$ cat src/hdl/detection_vote_tracker_core_defines.svh
// Assertion macros shared by the detection vote tracker RTL.
`ifndef DETECTION_VOTE_TRACKER_CORE_DEFINES_SVH
`define DETECTION_VOTE_TRACKER_CORE_DEFINES_SVH

// Same-cycle implication, disabled while in reset.
`define DVT_ASSERT_IMP(lbl, clk, rst_n, ante, cons) \
  lbl: assert property (@(posedge clk) disable iff (!rst_n) (ante) |-> (cons)) \
    else $error("dvt assertion failed");

// Next-cycle implication, disabled while in reset.
`define DVT_ASSERT_NXT(lbl, clk, rst_n, ante, cons) \
  lbl: assert property (@(posedge clk) disable iff (!rst_n) (ante) |=> (cons)) \
    else $error("dvt assertion failed");

`endif

$ cat src/hdl/dvt_pkg.sv
// Shared types and constants for the detection vote tracker.
package dvt_pkg;

  localparam int CLASS_COUNT_DEF  = 8;
  localparam int VOTE_WIDTH_DEF   = 16;
  localparam int CAMERA_COUNT_DEF = 2;

  localparam int CFG_IDX_W  = 3;
  localparam int CFG_DATA_W = 16;

  localparam logic [7:0]  CONF_MIN_RST  = 8'd50;
  localparam logic [15:0] WIN_MAX_RST   = 16'hFFFF;
  localparam logic [15:0] FRESH_MS_RST  = 16'd500;

  typedef enum logic [1:0] {
    CMD_FRAME = 2'd0,
    CMD_QUERY = 2'd1,
    CMD_CLEAR = 2'd2,
    CMD_RSVD  = 2'd3
  } cmd_e;

  typedef enum logic [CFG_IDX_W-1:0] {
    REG_CONF_MIN  = 3'd0,
    REG_POS_REQ   = 3'd1,
    REG_WIN_MIN_X = 3'd2,
    REG_WIN_MAX_X = 3'd3,
    REG_WIN_MIN_Y = 3'd4,
    REG_WIN_MAX_Y = 3'd5,
    REG_FRESH_MS  = 3'd6
  } reg_idx_e;

  // controller -> datapath
  typedef struct packed {
    logic latch;  // capture the input transaction
    logic prep;   // update per-camera fields, reset the class walk
    logic step;   // one class of the vote walk
    logic load;   // load the result register
  } dvt_ctl_t;

  // datapath -> controller
  typedef struct packed {
    logic walk_last;
  } dvt_sts_t;

endpackage

$ cat src/hdl/dvt_ctrl.sv
// Sequencer for the detection vote tracker: handshakes and walk control.
`include "detection_vote_tracker_core_defines.svh"

module dvt_ctrl (
  input  logic              clk_i,
  input  logic              rst_ni,
  input  logic              in_valid_i,
  output logic              in_ready_o,
  output logic              out_valid_o,
  input  logic              out_ready_i,
  input  dvt_pkg::dvt_sts_t sts_i,
  output dvt_pkg::dvt_ctl_t ctl_o
);

  typedef enum logic [3:0] {
    S_IDLE = 4'b0001,
    S_PREP = 4'b0010,
    S_WALK = 4'b0100,
    S_DONE = 4'b1000
  } state_e;

  state_e state_q, state_d;
  logic   out_valid_q, out_valid_d;
  logic   load;

  assign in_ready_o  = (state_q == S_IDLE);
  assign out_valid_o = out_valid_q;
  assign load        = (state_q == S_DONE) && (!out_valid_q || out_ready_i);

  always_comb begin
    ctl_o.latch = in_valid_i && in_ready_o;
    ctl_o.prep  = (state_q == S_PREP);
    ctl_o.step  = (state_q == S_WALK);
    ctl_o.load  = load;
  end

  always_comb begin
    state_d = state_q;
    case (state_q)
      S_IDLE: begin
        if (in_valid_i) state_d = S_PREP;
      end
      S_PREP: state_d = S_WALK;
      S_WALK: begin
        if (sts_i.walk_last) state_d = S_DONE;
      end
      S_DONE: begin
        if (load) state_d = S_IDLE;
      end
      default: state_d = S_IDLE;
    endcase
  end

  always_comb begin
    if (load) begin
      out_valid_d = 1'b1;
    end else if (out_ready_i) begin
      out_valid_d = 1'b0;
    end else begin
      out_valid_d = out_valid_q;
    end
  end

  always_ff @(posedge clk_i or negedge rst_ni) begin
    if (!rst_ni) begin
      state_q     <= S_IDLE;
      out_valid_q <= 1'b0;
    end else begin
      state_q     <= state_d;
      out_valid_q <= out_valid_d;
    end
  end

  `DVT_ASSERT_NXT(a_accept_prep, clk_i, rst_ni, in_valid_i && in_ready_o, state_q == S_PREP)
  `DVT_ASSERT_NXT(a_walk_done, clk_i, rst_ni, (state_q == S_WALK) && sts_i.walk_last, state_q == S_DONE)
  `DVT_ASSERT_IMP(a_out_from_done, clk_i, rst_ni, $rose(out_valid_q), $past(state_q == S_DONE))
  `DVT_ASSERT_NXT(a_done_free, clk_i, rst_ni, (state_q == S_DONE) && !out_valid_q, out_valid_q && (state_q == S_IDLE))

endmodule

$ cat src/hdl/dvt_datapath.sv
// Datapath: config registers, per-camera state, vote counters, class walk, result register.
module dvt_datapath #(
  parameter int CLASS_COUNT  = dvt_pkg::CLASS_COUNT_DEF,
  parameter int VOTE_WIDTH   = dvt_pkg::VOTE_WIDTH_DEF,
  parameter int CAMERA_COUNT = dvt_pkg::CAMERA_COUNT_DEF
) (
  input  logic                           clk_i,
  input  logic                           rst_ni,
  input  dvt_pkg::dvt_ctl_t              ctl_i,
  output dvt_pkg::dvt_sts_t              sts_o,
  input  logic                           cfg_we_i,
  input  logic [dvt_pkg::CFG_IDX_W-1:0]  cfg_idx_i,
  input  logic [dvt_pkg::CFG_DATA_W-1:0] cfg_wdata_i,
  input  logic [1:0]                     command_i,
  input  logic                           camera_i,
  input  logic                           frame_ok_i,
  input  logic [7:0]                     class_mask_i,
  input  logic [7:0]                     frame_confidence_i,
  input  logic [15:0]                    frame_x_i,
  input  logic [15:0]                    frame_y_i,
  input  logic [7:0]                     frame_seq_i,
  input  logic                           count_enable_i,
  input  logic [31:0]                    now_ms_i,
  output logic [7:0]                     accepted_mask_o,
  output logic [3:0]                     best_class_o,
  output logic [15:0]                    lead_votes_o,
  output logic [7:0]                     confidence_o,
  output logic [15:0]                    pos_x_o,
  output logic [15:0]                    pos_y_o,
  output logic [7:0]                     seq_o,
  output logic                           frame_present_o,
  output logic                           fresh_o,
  output logic                           conf_pass_o,
  output logic                           window_pass_o,
  output logic                           reliable_o
);

  localparam int CAM_W = (CAMERA_COUNT > 1) ? $clog2(CAMERA_COUNT) : 1;
  localparam int CLS_W = (CLASS_COUNT > 1) ? $clog2(CLASS_COUNT) : 1;
  localparam logic [VOTE_WIDTH-1:0] VOTE_MAX = '1;
  localparam logic [CLS_W-1:0] CLS_LAST = CLS_W'(CLASS_COUNT - 1);

  // configuration
  logic [7:0]  conf_min_q;
  logic        pos_req_q;
  logic [15:0] win_min_x_q, win_max_x_q, win_min_y_q, win_max_y_q;
  logic [15:0] fresh_ms_q;

  // latched transaction
  logic [1:0]  cmd_q;
  logic        cam_q, ok_q, cnt_en_q;
  logic [7:0]  mask_q, fconf_q, fseq_q;
  logic [15:0] fx_q, fy_q;
  logic [31:0] now_q;

  // per-camera state
  logic [CLASS_COUNT-1:0] flags_q [CAMERA_COUNT];
  logic [VOTE_WIDTH-1:0]  votes_q [CAMERA_COUNT][CLASS_COUNT];
  logic [7:0]             sconf_q [CAMERA_COUNT];
  logic [15:0]            sx_q    [CAMERA_COUNT];
  logic [15:0]            sy_q    [CAMERA_COUNT];
  logic [7:0]             sseq_q  [CAMERA_COUNT];
  logic [31:0]            rx_q    [CAMERA_COUNT];
  logic [CAMERA_COUNT-1:0] seen_q;

  // class walk
  logic [CLS_W-1:0]      cls_q;
  logic [VOTE_WIDTH-1:0] best_q;
  logic [3:0]            best_idx_q;

  logic                   cam_ok;
  logic [CAM_W-1:0]       cam_rd;
  logic                   is_frame, is_clear;
  logic                   frm_pass;
  logic [CLASS_COUNT-1:0] flags_nxt;
  logic [VOTE_WIDTH-1:0]  cur_v, frm_v, new_v;
  logic [31:0]            age, best_ext;
  logic                   fresh, conf_ok, pos_ok;

  function automatic logic in_win(input logic req, input logic [15:0] px,
                                  input logic [15:0] py, input logic [15:0] x_lo,
                                  input logic [15:0] x_hi, input logic [15:0] y_lo,
                                  input logic [15:0] y_hi);
    in_win = !req || ((px >= x_lo) && (px <= x_hi) && (py >= y_lo) && (py <= y_hi));
  endfunction

  assign cam_ok   = ({31'd0, cam_q} < 32'(CAMERA_COUNT));
  assign cam_rd   = cam_ok ? CAM_W'(cam_q) : '0;
  assign is_frame = (cmd_q == dvt_pkg::CMD_FRAME);
  assign is_clear = (cmd_q == dvt_pkg::CMD_CLEAR);

  // contract check: mask bits above the class range still count as nonzero
  assign frm_pass  = (mask_q != 8'd0) && (fconf_q >= conf_min_q) &&
                     in_win(pos_req_q, fx_q, fy_q, win_min_x_q, win_max_x_q,
                            win_min_y_q, win_max_y_q);
  assign flags_nxt = (ok_q && frm_pass) ? mask_q[CLASS_COUNT-1:0] : '0;

  always_comb begin
    cur_v = votes_q[cam_rd][cls_q];
    frm_v = cur_v;
    if (!ok_q || !frm_pass || !cnt_en_q) begin
      frm_v = '0;
    end else if (flags_nxt[cls_q] && (cur_v != VOTE_MAX)) begin
      frm_v = cur_v + VOTE_WIDTH'(1);
    end
    new_v = cur_v;
    if (is_clear) begin
      new_v = '0;
    end else if (is_frame && cam_ok) begin
      new_v = frm_v;
    end
  end

  assign sts_o.walk_last = (cls_q == CLS_LAST);

  assign age      = now_q - rx_q[cam_rd];
  assign fresh    = seen_q[cam_rd] && (age <= {16'd0, fresh_ms_q});
  assign conf_ok  = (sconf_q[cam_rd] >= conf_min_q);
  assign pos_ok   = in_win(pos_req_q, sx_q[cam_rd], sy_q[cam_rd], win_min_x_q,
                           win_max_x_q, win_min_y_q, win_max_y_q);
  assign best_ext = 32'(best_q);

  // configuration writes
  always_ff @(posedge clk_i or negedge rst_ni) begin
    if (!rst_ni) begin
      conf_min_q  <= dvt_pkg::CONF_MIN_RST;
      pos_req_q   <= 1'b0;
      win_min_x_q <= '0;
      win_max_x_q <= dvt_pkg::WIN_MAX_RST;
      win_min_y_q <= '0;
      win_max_y_q <= dvt_pkg::WIN_MAX_RST;
      fresh_ms_q  <= dvt_pkg::FRESH_MS_RST;
    end else if (cfg_we_i) begin
      case (cfg_idx_i)
        dvt_pkg::REG_CONF_MIN:  conf_min_q  <= cfg_wdata_i[7:0];
        dvt_pkg::REG_POS_REQ:   pos_req_q   <= cfg_wdata_i[0];
        dvt_pkg::REG_WIN_MIN_X: win_min_x_q <= cfg_wdata_i;
        dvt_pkg::REG_WIN_MAX_X: win_max_x_q <= cfg_wdata_i;
        dvt_pkg::REG_WIN_MIN_Y: win_min_y_q <= cfg_wdata_i;
        dvt_pkg::REG_WIN_MAX_Y: win_max_y_q <= cfg_wdata_i;
        dvt_pkg::REG_FRESH_MS:  fresh_ms_q  <= cfg_wdata_i;
        default: ;
      endcase
    end
  end

  // transaction capture
  always_ff @(posedge clk_i) begin
    if (ctl_i.latch) begin
      cmd_q    <= command_i;
      cam_q    <= camera_i;
      ok_q     <= frame_ok_i;
      mask_q   <= class_mask_i;
      fconf_q  <= frame_confidence_i;
      fx_q     <= frame_x_i;
      fy_q     <= frame_y_i;
      fseq_q   <= frame_seq_i;
      cnt_en_q <= count_enable_i;
      now_q    <= now_ms_i;
    end
  end

  // per-camera state and vote counters
  always_ff @(posedge clk_i or negedge rst_ni) begin
    if (!rst_ni) begin
      for (int c = 0; c < CAMERA_COUNT; c++) begin
        flags_q[c] <= '0;
        sconf_q[c] <= '0;
        sx_q[c]    <= '0;
        sy_q[c]    <= '0;
        sseq_q[c]  <= '0;
        rx_q[c]    <= '0;
        for (int k = 0; k < CLASS_COUNT; k++) begin
          votes_q[c][k] <= '0;
        end
      end
      seen_q     <= '0;
      cls_q      <= '0;
      best_q     <= '0;
      best_idx_q <= '0;
    end else begin
      if (ctl_i.prep) begin
        cls_q      <= '0;
        best_q     <= '0;
        best_idx_q <= '0;
        if (is_frame && cam_ok) begin
          flags_q[cam_rd] <= flags_nxt;
          seen_q[cam_rd]  <= ok_q;
          if (ok_q) begin
            sconf_q[cam_rd] <= fconf_q;
            sx_q[cam_rd]    <= fx_q;
            sy_q[cam_rd]    <= fy_q;
            sseq_q[cam_rd]  <= fseq_q;
            rx_q[cam_rd]    <= now_q;
          end else begin
            // unparsed frame: arrival time is kept
            sconf_q[cam_rd] <= '0;
            sx_q[cam_rd]    <= '0;
            sy_q[cam_rd]    <= '0;
            sseq_q[cam_rd]  <= '0;
          end
        end
      end
      if (ctl_i.step) begin
        for (int c = 0; c < CAMERA_COUNT; c++) begin
          if (is_clear || (cam_ok && (CAM_W'(c) == cam_rd))) begin
            votes_q[c][cls_q] <= new_v;
          end
        end
        // strict compare keeps the lowest class on ties
        if (cam_ok && (new_v > best_q)) begin
          best_q     <= new_v;
          best_idx_q <= 4'(cls_q) + 4'd1;
        end
        cls_q <= sts_o.walk_last ? '0 : cls_q + CLS_W'(1);
      end
    end
  end

  // result register
  always_ff @(posedge clk_i) begin
    if (ctl_i.load) begin
      if (cam_ok) begin
        accepted_mask_o <= 8'(flags_q[cam_rd]);
        best_class_o    <= best_idx_q;
        lead_votes_o    <= best_ext[15:0];
        confidence_o    <= sconf_q[cam_rd];
        pos_x_o         <= sx_q[cam_rd];
        pos_y_o         <= sy_q[cam_rd];
        seq_o           <= sseq_q[cam_rd];
        frame_present_o <= seen_q[cam_rd];
        fresh_o         <= fresh;
        conf_pass_o     <= conf_ok;
        window_pass_o   <= pos_ok;
        reliable_o      <= fresh && conf_ok && pos_ok && (flags_q[cam_rd] != '0);
      end else begin
        accepted_mask_o <= '0;
        best_class_o    <= '0;
        lead_votes_o    <= '0;
        confidence_o    <= '0;
        pos_x_o         <= '0;
        pos_y_o         <= '0;
        seq_o           <= '0;
        frame_present_o <= 1'b0;
        fresh_o         <= 1'b0;
        conf_pass_o     <= 1'b0;
        window_pass_o   <= 1'b0;
        reliable_o      <= 1'b0;
      end
    end
  end

endmodule

$ cat src/hdl/detection_vote_tracker_core.sv
// Top level of the detection vote tracker: controller plus datapath.
// Per-camera detection tracker with one saturating vote counter per class. Each input
// transaction (frame, query or clear-all) returns one observation of the selected camera.
// After the accepting edge the controller first updates the camera's stored fields (S_PREP),
// then walks the vote counters one class per cycle (S_WALK), both updating each counter and
// tracking the leading class, and then loads the result register (S_DONE). The next
// transaction is accepted in the cycle after the load at the earliest, so the block takes no
// new transaction before it has loaded the last result. in_ready_o is high only between
// transactions, and a finished result waits in S_DONE while the previous result has not been
// taken by out_ready_i. Configuration registers may be written at any time the block is idle
// and come up at their defaults after reset; reset also clears per-camera state, vote
// counters and walk registers, but not the latched transaction or the result register.
module detection_vote_tracker_core #(
  parameter int CLASS_COUNT  = dvt_pkg::CLASS_COUNT_DEF,
  parameter int VOTE_WIDTH   = dvt_pkg::VOTE_WIDTH_DEF,
  parameter int CAMERA_COUNT = dvt_pkg::CAMERA_COUNT_DEF
) (
  input  logic                           clk_i,
  input  logic                           rst_ni,
  input  logic                           cfg_we_i,
  input  logic [dvt_pkg::CFG_IDX_W-1:0]  cfg_idx_i,
  input  logic [dvt_pkg::CFG_DATA_W-1:0] cfg_wdata_i,
  input  logic                           in_valid_i,
  output logic                           in_ready_o,
  input  logic [1:0]                     command_i,
  input  logic                           camera_i,
  input  logic                           frame_ok_i,
  input  logic [7:0]                     class_mask_i,
  input  logic [7:0]                     frame_confidence_i,
  input  logic [15:0]                    frame_x_i,
  input  logic [15:0]                    frame_y_i,
  input  logic [7:0]                     frame_seq_i,
  input  logic                           count_enable_i,
  input  logic [31:0]                    now_ms_i,
  output logic                           out_valid_o,
  input  logic                           out_ready_i,
  output logic [7:0]                     accepted_mask_o,
  output logic [3:0]                     best_class_o,
  output logic [15:0]                    lead_votes_o,
  output logic [7:0]                     confidence_o,
  output logic [15:0]                    pos_x_o,
  output logic [15:0]                    pos_y_o,
  output logic [7:0]                     seq_o,
  output logic                           frame_present_o,
  output logic                           fresh_o,
  output logic                           conf_pass_o,
  output logic                           window_pass_o,
  output logic                           reliable_o
);

  dvt_pkg::dvt_ctl_t ctl;
  dvt_pkg::dvt_sts_t sts;

  dvt_ctrl u_ctrl (
    .clk_i       (clk_i),
    .rst_ni      (rst_ni),
    .in_valid_i  (in_valid_i),
    .in_ready_o  (in_ready_o),
    .out_valid_o (out_valid_o),
    .out_ready_i (out_ready_i),
    .sts_i       (sts),
    .ctl_o       (ctl)
  );

  dvt_datapath #(
    .CLASS_COUNT  (CLASS_COUNT),
    .VOTE_WIDTH   (VOTE_WIDTH),
    .CAMERA_COUNT (CAMERA_COUNT)
  ) u_datapath (
    .clk_i              (clk_i),
    .rst_ni             (rst_ni),
    .ctl_i              (ctl),
    .sts_o              (sts),
    .cfg_we_i           (cfg_we_i),
    .cfg_idx_i          (cfg_idx_i),
    .cfg_wdata_i        (cfg_wdata_i),
    .command_i          (command_i),
    .camera_i           (camera_i),
    .frame_ok_i         (frame_ok_i),
    .class_mask_i       (class_mask_i),
    .frame_confidence_i (frame_confidence_i),
    .frame_x_i          (frame_x_i),
    .frame_y_i          (frame_y_i),
    .frame_seq_i        (frame_seq_i),
    .count_enable_i     (count_enable_i),
    .now_ms_i           (now_ms_i),
    .accepted_mask_o    (accepted_mask_o),
    .best_class_o       (best_class_o),
    .lead_votes_o       (lead_votes_o),
    .confidence_o       (confidence_o),
    .pos_x_o            (pos_x_o),
    .pos_y_o            (pos_y_o),
    .seq_o              (seq_o),
    .frame_present_o    (frame_present_o),
    .fresh_o            (fresh_o),
    .conf_pass_o        (conf_pass_o),
    .window_pass_o      (window_pass_o),
    .reliable_o         (reliable_o)
  );

endmodule
$ cat config.mk
export PLATFORM = sky130hd
export DESIGN_NAME = detection_vote_tracker_core
export DESIGN_NICKNAME = d
export VERILOG_FILES = /design/src/hdl/dvt_pkg.sv /design/src/hdl/dvt_ctrl.sv /design/src/hdl/dvt_datapath.sv /design/src/hdl/detection_vote_tracker_core.sv
export VERILOG_INCLUDE_DIRS = /design/src /design/src/hdl
export SDC_FILE = /design/constraint.sdc
export NUM_CORES = 1
export LEC_CHECK = 0
export BUFFER_PORTS_ARGS = -buffer_cell sky130_fd_sc_hd__buf_2
export CAP_MARGIN = 20
export CORE_MARGIN = 2
export CORE_UTILIZATION = 35
export DETAILED_ROUTE_END_ITERATION = 10
export PLACE_DENSITY_LB_ADDON = 0.2
export RECOVER_POWER = 50
export SETUP_SLACK_MARGIN = 0.2
export SKIP_LAST_GASP = 1
export SLEW_MARGIN = 20
export SYNTH_ARGS = -nofsm -noshare
export SYNTH_HDL_FRONTEND = slang
export SYNTH_SLANG_ARGS = --single-unit
$ cat constraint.sdc
create_clock -name clk_i -period 14.5 [get_ports clk_i]
set_clock_uncertainty 0.15 [all_clocks]
set_input_delay 2.9 -clock clk_i [delete_from_list [all_inputs] [get_ports clk_i]]
set_output_delay 2.9 -clock clk_i [all_outputs]
set_load 0.005 [all_outputs]
# Yosys cells after proc, flatten, opt, wreduce, memory -nomap -nowiden
# Cells that the tools add are included.
[word_totals] reg_bits=725 wordCells=231
[op_classes] n_eq_ne=16 n_lt_le_gt_ge=19 mux=71 addsub=4 n_bitwise=9 n_reduce_logical=49
[op_table] operator="$mux W128" count=3
[op_table] operator="$mux W16" count=19
[op_table] operator="$bwmux W128" count=2
[op_table] operator="$mux W32" count=6
[op_table] operator="$mux W8" count=11
[op_table] operator="$and A32 B32 Y32" count=2
[op_table] operator="$bwmux W32" count=2
[op_table] operator="$bwmux W64" count=1
[op_table] operator="$ge A16 B16 Y1" count=4
[op_table] operator="$le A16 B16 Y1" count=4
[op_table] operator="$bmux W16 S3" count=1
[op_table] operator="$bwmux W16" count=3
[op_table] operator="$demux W16 S3" count=1
[op_table] operator="$and A16 B16 Y16" count=2
[op_table] operator="$demux W32 S1" count=1
[op_table] operator="$le A32 B16 Y1" count=1
[op_table] operator="$not A32 Y32" count=1
[op_table] operator="$sub A32 B32 Y32" count=1
[op_table] operator="$mux W4" count=6
[op_table] operator="$reduce_and A2 Y1" count=10
[op_table] operator="$logic_and A1 B1 Y1" count=19
[op_table] operator="$add A16 B1 Y16 const B" count=1
[op_table] operator="$demux W16 S1" count=1
[op_table] operator="$ge A8 B8 Y1" count=2
[op_table] operator="39 further kinds" count=64

# Longest topological paths before layout
[depth] word_depth=18 mapped_depth=30 ltp_nobuf=21

# Modules after synthesis
# A second synthesis with hierarchy kept.
[unflattened] cells_unflattened=3187 area_unflattened_um2=35635.4
[by_module_without_submodules] module="dvt_datapath" seq_area_each_um2=18939.4 cells_per_inst=3158 instances=1 area_each_um2=35342.6
[by_module_without_submodules] module="dvt_ctrl" seq_area_each_um2=126.4 cells_per_inst=29 instances=1 area_each_um2=292.8

# Worst setup path after synthesis
# OpenSTA, ideal clock, no wires.
[synth_timing] kind="input -> register" startpoint="in out_ready_i" endpoint="reg u_datapath.accepted_mask_o[0], enable pin" arrival_ns=6.339 cell_stages=2 path_buffers=0 setup_slack_ns=7.491 setup_ns=0.521 cell_sequence="nor2b_1 > nor2_1"
[synth_rtl] element="start, declared" line="detection_vote_tracker_core.sv:36" text="input logic out_ready_i,"
[synth_rtl] element="end signal, assigned" line="dvt_datapath.sv:224" text="accepted_mask_o <= 8'(flags_q[cam_rd]);"
[synth_rtl] element="end, declared" line="dvt_datapath.sv:24" text="output logic [7:0] accepted_mask_o,"

# Worst setup path in the final report
[layout_timing] startpoint="reg u_datapath.cls_q[0]" endpoint="reg u_datapath.best_q[0]"
[layout_between] elab_chain_len=13
[layout_rtl] element="start, declared" line="dvt_datapath.sv:67" text="logic [CLS_W-1:0] cls_q;"
[layout_rtl] element="start signal, assigned" line="dvt_datapath.sv:215" text="cls_q <= sts_o.walk_last ? '0 : cls_q + CLS_W'(1);"
[layout_rtl] element="branches (longest 8 deep; another with $add A16 B1 Y16)"
[layout_rtl] element="$mux W16 (*)" line="dvt_datapath.sv:109" text="end else if (is_frame && cam_ok) begin"
[layout_rtl] element="$mux W16 (*)" line="dvt_datapath.sv:107" text="if (is_clear) begin"
[layout_rtl] element="via u_datapath.new_v[1]" line="dvt_datapath.sv:76" text="logic [VOTE_WIDTH-1:0] cur_v, frm_v, new_v;"
[layout_rtl] element="$gt A16 B16 Y1 (*)" line="dvt_datapath.sv:211" text="if (cam_ok && (new_v > best_q)) begin"
[layout_rtl] element="$mux W16 (*)" line="dvt_datapath.sv:211"
[layout_rtl] element="$mux W16 (*)" line="dvt_datapath.sv:204" text="if (ctl_i.step) begin"
[layout_rtl] element="end signal, assigned" line="dvt_datapath.sv:212" text="best_q <= new_v;"
[layout_rtl] element="end, declared" line="dvt_datapath.sv:68" text="logic [VOTE_WIDTH-1:0] best_q;"
# Mark *: on every way through the listed nets, which the timed path passes. The select of a mux whose other input is x is not followed.
# A chain may end at the register's enable or synchronous reset.

==> results.toml <==
[worst_setup_path]
crit_path_start_kind = "flip-flop"
cp-end-kind = "flip-flop"
worstPathRequired_ps = 14870
worstSetupPathType = "flip-flop to flip-flop"
cp_max_fo = 50
worstPathArrival_ps = 8780

[global_routing]
grt_max_degree = 144
grt-ovfl-total = 0
grt.total_usage_pct = 19.8
grt_pass1_vias = 24900
antenna_found_initial = 5
grt_pass1_wl_mm = 157

[floorplanning]
start_util_pct = 35.4
chipHeight_um = 323
die-area_um2 = 104000
placementRows = 116
io_pins = 200
die_w_um = 323
core_um2 = 100000

[power]
p_per_area_nw_per_um2 = 173
power_leakage_nw = 17.8
vdd_drop_max_mv = 0.0890

[logic_synthesis]
synth_seq_area_share_pct = 53.7
synth_xor_xnor_area_share_pct = 0.803
synthFlopType = "dfrtp_1"
synth_compound_area_share_pct = 13.0
synth.area.mux_share_pct = 10.5
syn_area_per_cell_um2 = 11.1
ys_types = 89
synth_warnings = 0
synthSimpleGateAreaFrac_pct = 11.0
synth_area_um2 = 35500
ys_ff_latch = 725
synth_top_family_by_area = "compound AO/OA/AOI/OAI gates"
synth_adder_area_share_pct = 7.45
syn_nets = 3537
syn-instance-count = 3209
synth_edf_count = 174
synthArstFlopShare_pct = 76.0

[layout]
n_fill_cell = 9738
drive_gt1_share_pct = 17.3
syn2layout_area_growth_pct = 15.0
final_area_um2 = 40800
utilization_pct = 40.7
antennaDiodeCount = 0
finalNetCount = 3716

[routing]
wl_per_cell_um = 21.4
vias = 25000
wl_met1_mm = 48.3
dr_wl_met2_mm = 47.2
dr.first_iter.drc_count = 1688
ant_nets = 0
drc = 0
vias_per_cell = 5.20
wl_met3_mm = 5.40
first_pass_iters = 5
wl_mm = 103
top_layer_used = "met5"

[clocking]
clock_sinks = 725
cts_hold_buf = 0
cts_buffers = 85
cts_resized = 0
postCtsSetupBuffers = 0
clk_latency_ps = 660
cts.clk_slew.worst_paths_ps = 60
htreeDepth = 3
cts_tree = "done"
clockRootBuffer = "clkbuf_16"
clk_path_buf_depth = 3

[timing]
period_minus_slack_ps = 8420
tns_ps = 0
layout_setup_ws_ps = 6080
hold_viol = 0
finalMaxSlewViolations = 576
tightest_slew_ps = 5040
rsz0062_at_grt = "no"
layout_worst_path_cycle_share_pct = 58.0
slew_headroom_pct = -236
whs_ps = 306
setup_viol = 0
max_freq_mhz = 119

[placed_design]
gp_congestion = 0.897
io_buffers = 199
dp_hpwl_mm = 69.8
placed_cell_area_um2 = 37900
dpl_worst_slack_ps = 7130

[flow_run]
cap_violations = 11

[outcome]
status = "complete, but fails checks"
violations = "capacitance limit, slew limit"

[worst_hold_path]
hold_class = "flip-flop to flip-flop"
[cell families (layout without fill, tap and decap cells)]
family / after synthesis / in the layout
muxes: 303 / 303
DFF: 725 / 725
and+or+nand+nor: 878 / 878
buffers and inverters: 297 / 547
xor gates and xnor gates: 30 / 30
adders and majority gates: 211 / 211
AOI/OAI and AO/OA: 765 / 765
[worst max-delay path, stage by stage, from the launching register on]
cell,delay (ps)
dfrtp_1,1720
buf_4,830
nand3b_1,580
o22ai_1,330
nor4b_1,90
buf_4,180
or4_4,550
nor3_4,260
a31oi_1,130
mux2_2,340
a21boi_2,570
inv_1,170
ha_1,350
nor2b_1,130
o21a_1,150
o21ai_0,140
a21oi_1,90
o21a_1,170
o31ai_1,240
a311oi_2,130
buf_4,220
nand2_1,370
a2bb2o_1,310
[final timing paths]
| check | slack, ps | startpoint | end | depth (start not counted) |
|---|---|---|---|---|
| setup / recovery | 6080 | u_datapath.cls_q[0] | u_datapath.best_q[0] | 22 |
| hold / removal | 310 | u_datapath.best_idx_q[3] | u_datapath.best_class_o[3] | 0 |
| setup reg to reg | 6080 | u_datapath.cls_q[0] | u_datapath.best_q[0] | 22 |
| hold reg to reg | 310 | u_datapath.best_idx_q[3] | u_datapath.best_class_o[3] | 0 |
| max in group asynchronous | 6110 | rst_ni | u_datapath.rx_q[55] | 5 |
| min in group asynchronous | 3950 | rst_ni | u_datapath.sseq_q[3] | 1 |
[routing by layer]
layer,GRT usage [%],vias up
li1,-,11900
met1,28.1,12400
met2,31.5,572
met3,2.98,120
met4,5.10,2
met5,0,-
[cell usage in the layout (no fill, tap or decap), types with 74 or more instances in the layout]
master / synthesis / routed
a21oi_1: 110 / 109
buf_2: 22 / 177
dfrtp_1: 509 / 509
mux2i_1: 93 / 93
ha_1: 210 / 210
mux2_2: 175 / 130
inv_1: 137 / 137
edfxtp_1: 174 / 174
o21ai_0: 378 / 378
clkbuf_16: 0 / 88
nand2_1: 552 / 551
o31ai_1: 74 / 74
nor2_1: 102 / 101
[synth_stat cells, drive strengths merged (6+ instances only)]
| master | number | share of area (%) |
|---|---|---|
| nand2 | 552 | 5.8 |
| dfrtp | 509 | 36 |
| o21ai | 392 | 5.5 |
| ha | 210 | 7.4 |
| mux2 | 175 | 5.5 |
| edfxtp | 174 | 15 |
| inv | 137 | 1.4 |
| clkbuf | 112 | 1.2 |
| a21oi | 111 | 1.6 |
| nor2 | 102 | 1.1 |
| mux2i | 93 | 2.6 |
| o31ai | 74 | 1.6 |
| buf | 48 | 0.98 |
| a21o | 43 | 0.91 |
| dfstp | 42 | 3.1 |
| nand4 | 39 | 0.70 |
| mux4 | 35 | 2.3 |
| nand3 | 33 | 0.48 |
| nor2b | 25 | 0.44 |
| o22ai | 23 | 0.41 |
| nor3 | 20 | 0.31 |
| nand2b | 19 | 0.33 |
| nor4 | 17 | 0.35 |
| xnor2 | 17 | 0.48 |
| a211oi | 15 | 0.35 |
| xor2 | 13 | 0.32 |
| or3 | 12 | 0.21 |
| and2 | 10 | 0.18 |
| o32ai | 10 | 0.25 |
| a31oi | 9 | 0.16 |
| nand3b | 9 | 0.19 |
| a21boi | 8 | 0.19 |
| o211ai | 8 | 0.17 |
| o21a | 8 | 0.17 |
| a2111oi | 7 | 0.26 |
| and3 | 7 | 0.14 |
| nand4b | 7 | 0.17 |
| o2bb2ai | 7 | 0.17 |
| a22o | 6 | 0.15 |
| a22oi | 6 | 0.13 |
[stage by stage]
stage	std cells	power (W)
final	4816	0.00708
after global routing	4816	0.00753
after CTS	4813	0.00716
after detailed placement	4655	0.00488
after global placement	4655	0.00485
after floorplan	3209	0.00421
[cell type report]
type	count	area [µm²]	share of cell area, %
inverter	137	514	1.26
sequential	725	19100	46.7
clock inverter	40	500	1.23
multi-input combinational	2187	15200	37.3
timing repair buffer	252	1380	3.38
clock buffer	118	2440	5.99
tap	1357	1700	4.16
[state kept, by name, summed over array words and instances, names as in the netlist, 16 cells and up]
register,cells
u_datapath.best_q,16
u_datapath.flags_q,16
u_datapath.fresh_ms_q,16
u_datapath.fx_q,16
u_datapath.fy_q,16
u_datapath.lead_votes_o,16
u_datapath.now_q,32
u_datapath.pos_x_o,16
u_datapath.pos_y_o,16
u_datapath.rx_q,64
u_datapath.sconf_q,16
u_datapath.sseq_q,16
u_datapath.sx_q,32
u_datapath.sy_q,32
u_datapath.votes_q,256
u_datapath.win_max_x_q,16
u_datapath.win_max_y_q,16
u_datapath.win_min_x_q,16
u_datapath.win_min_y_q,16
[report_power, final]
group / switching [W] / internal [W]
Combinational: 0.00127 / 0.000853
Clock: 0.000884 / 0.00136
Sequential: 0.000222 / 0.00249
No activity file was read; power rests on OpenSTA's default activity.
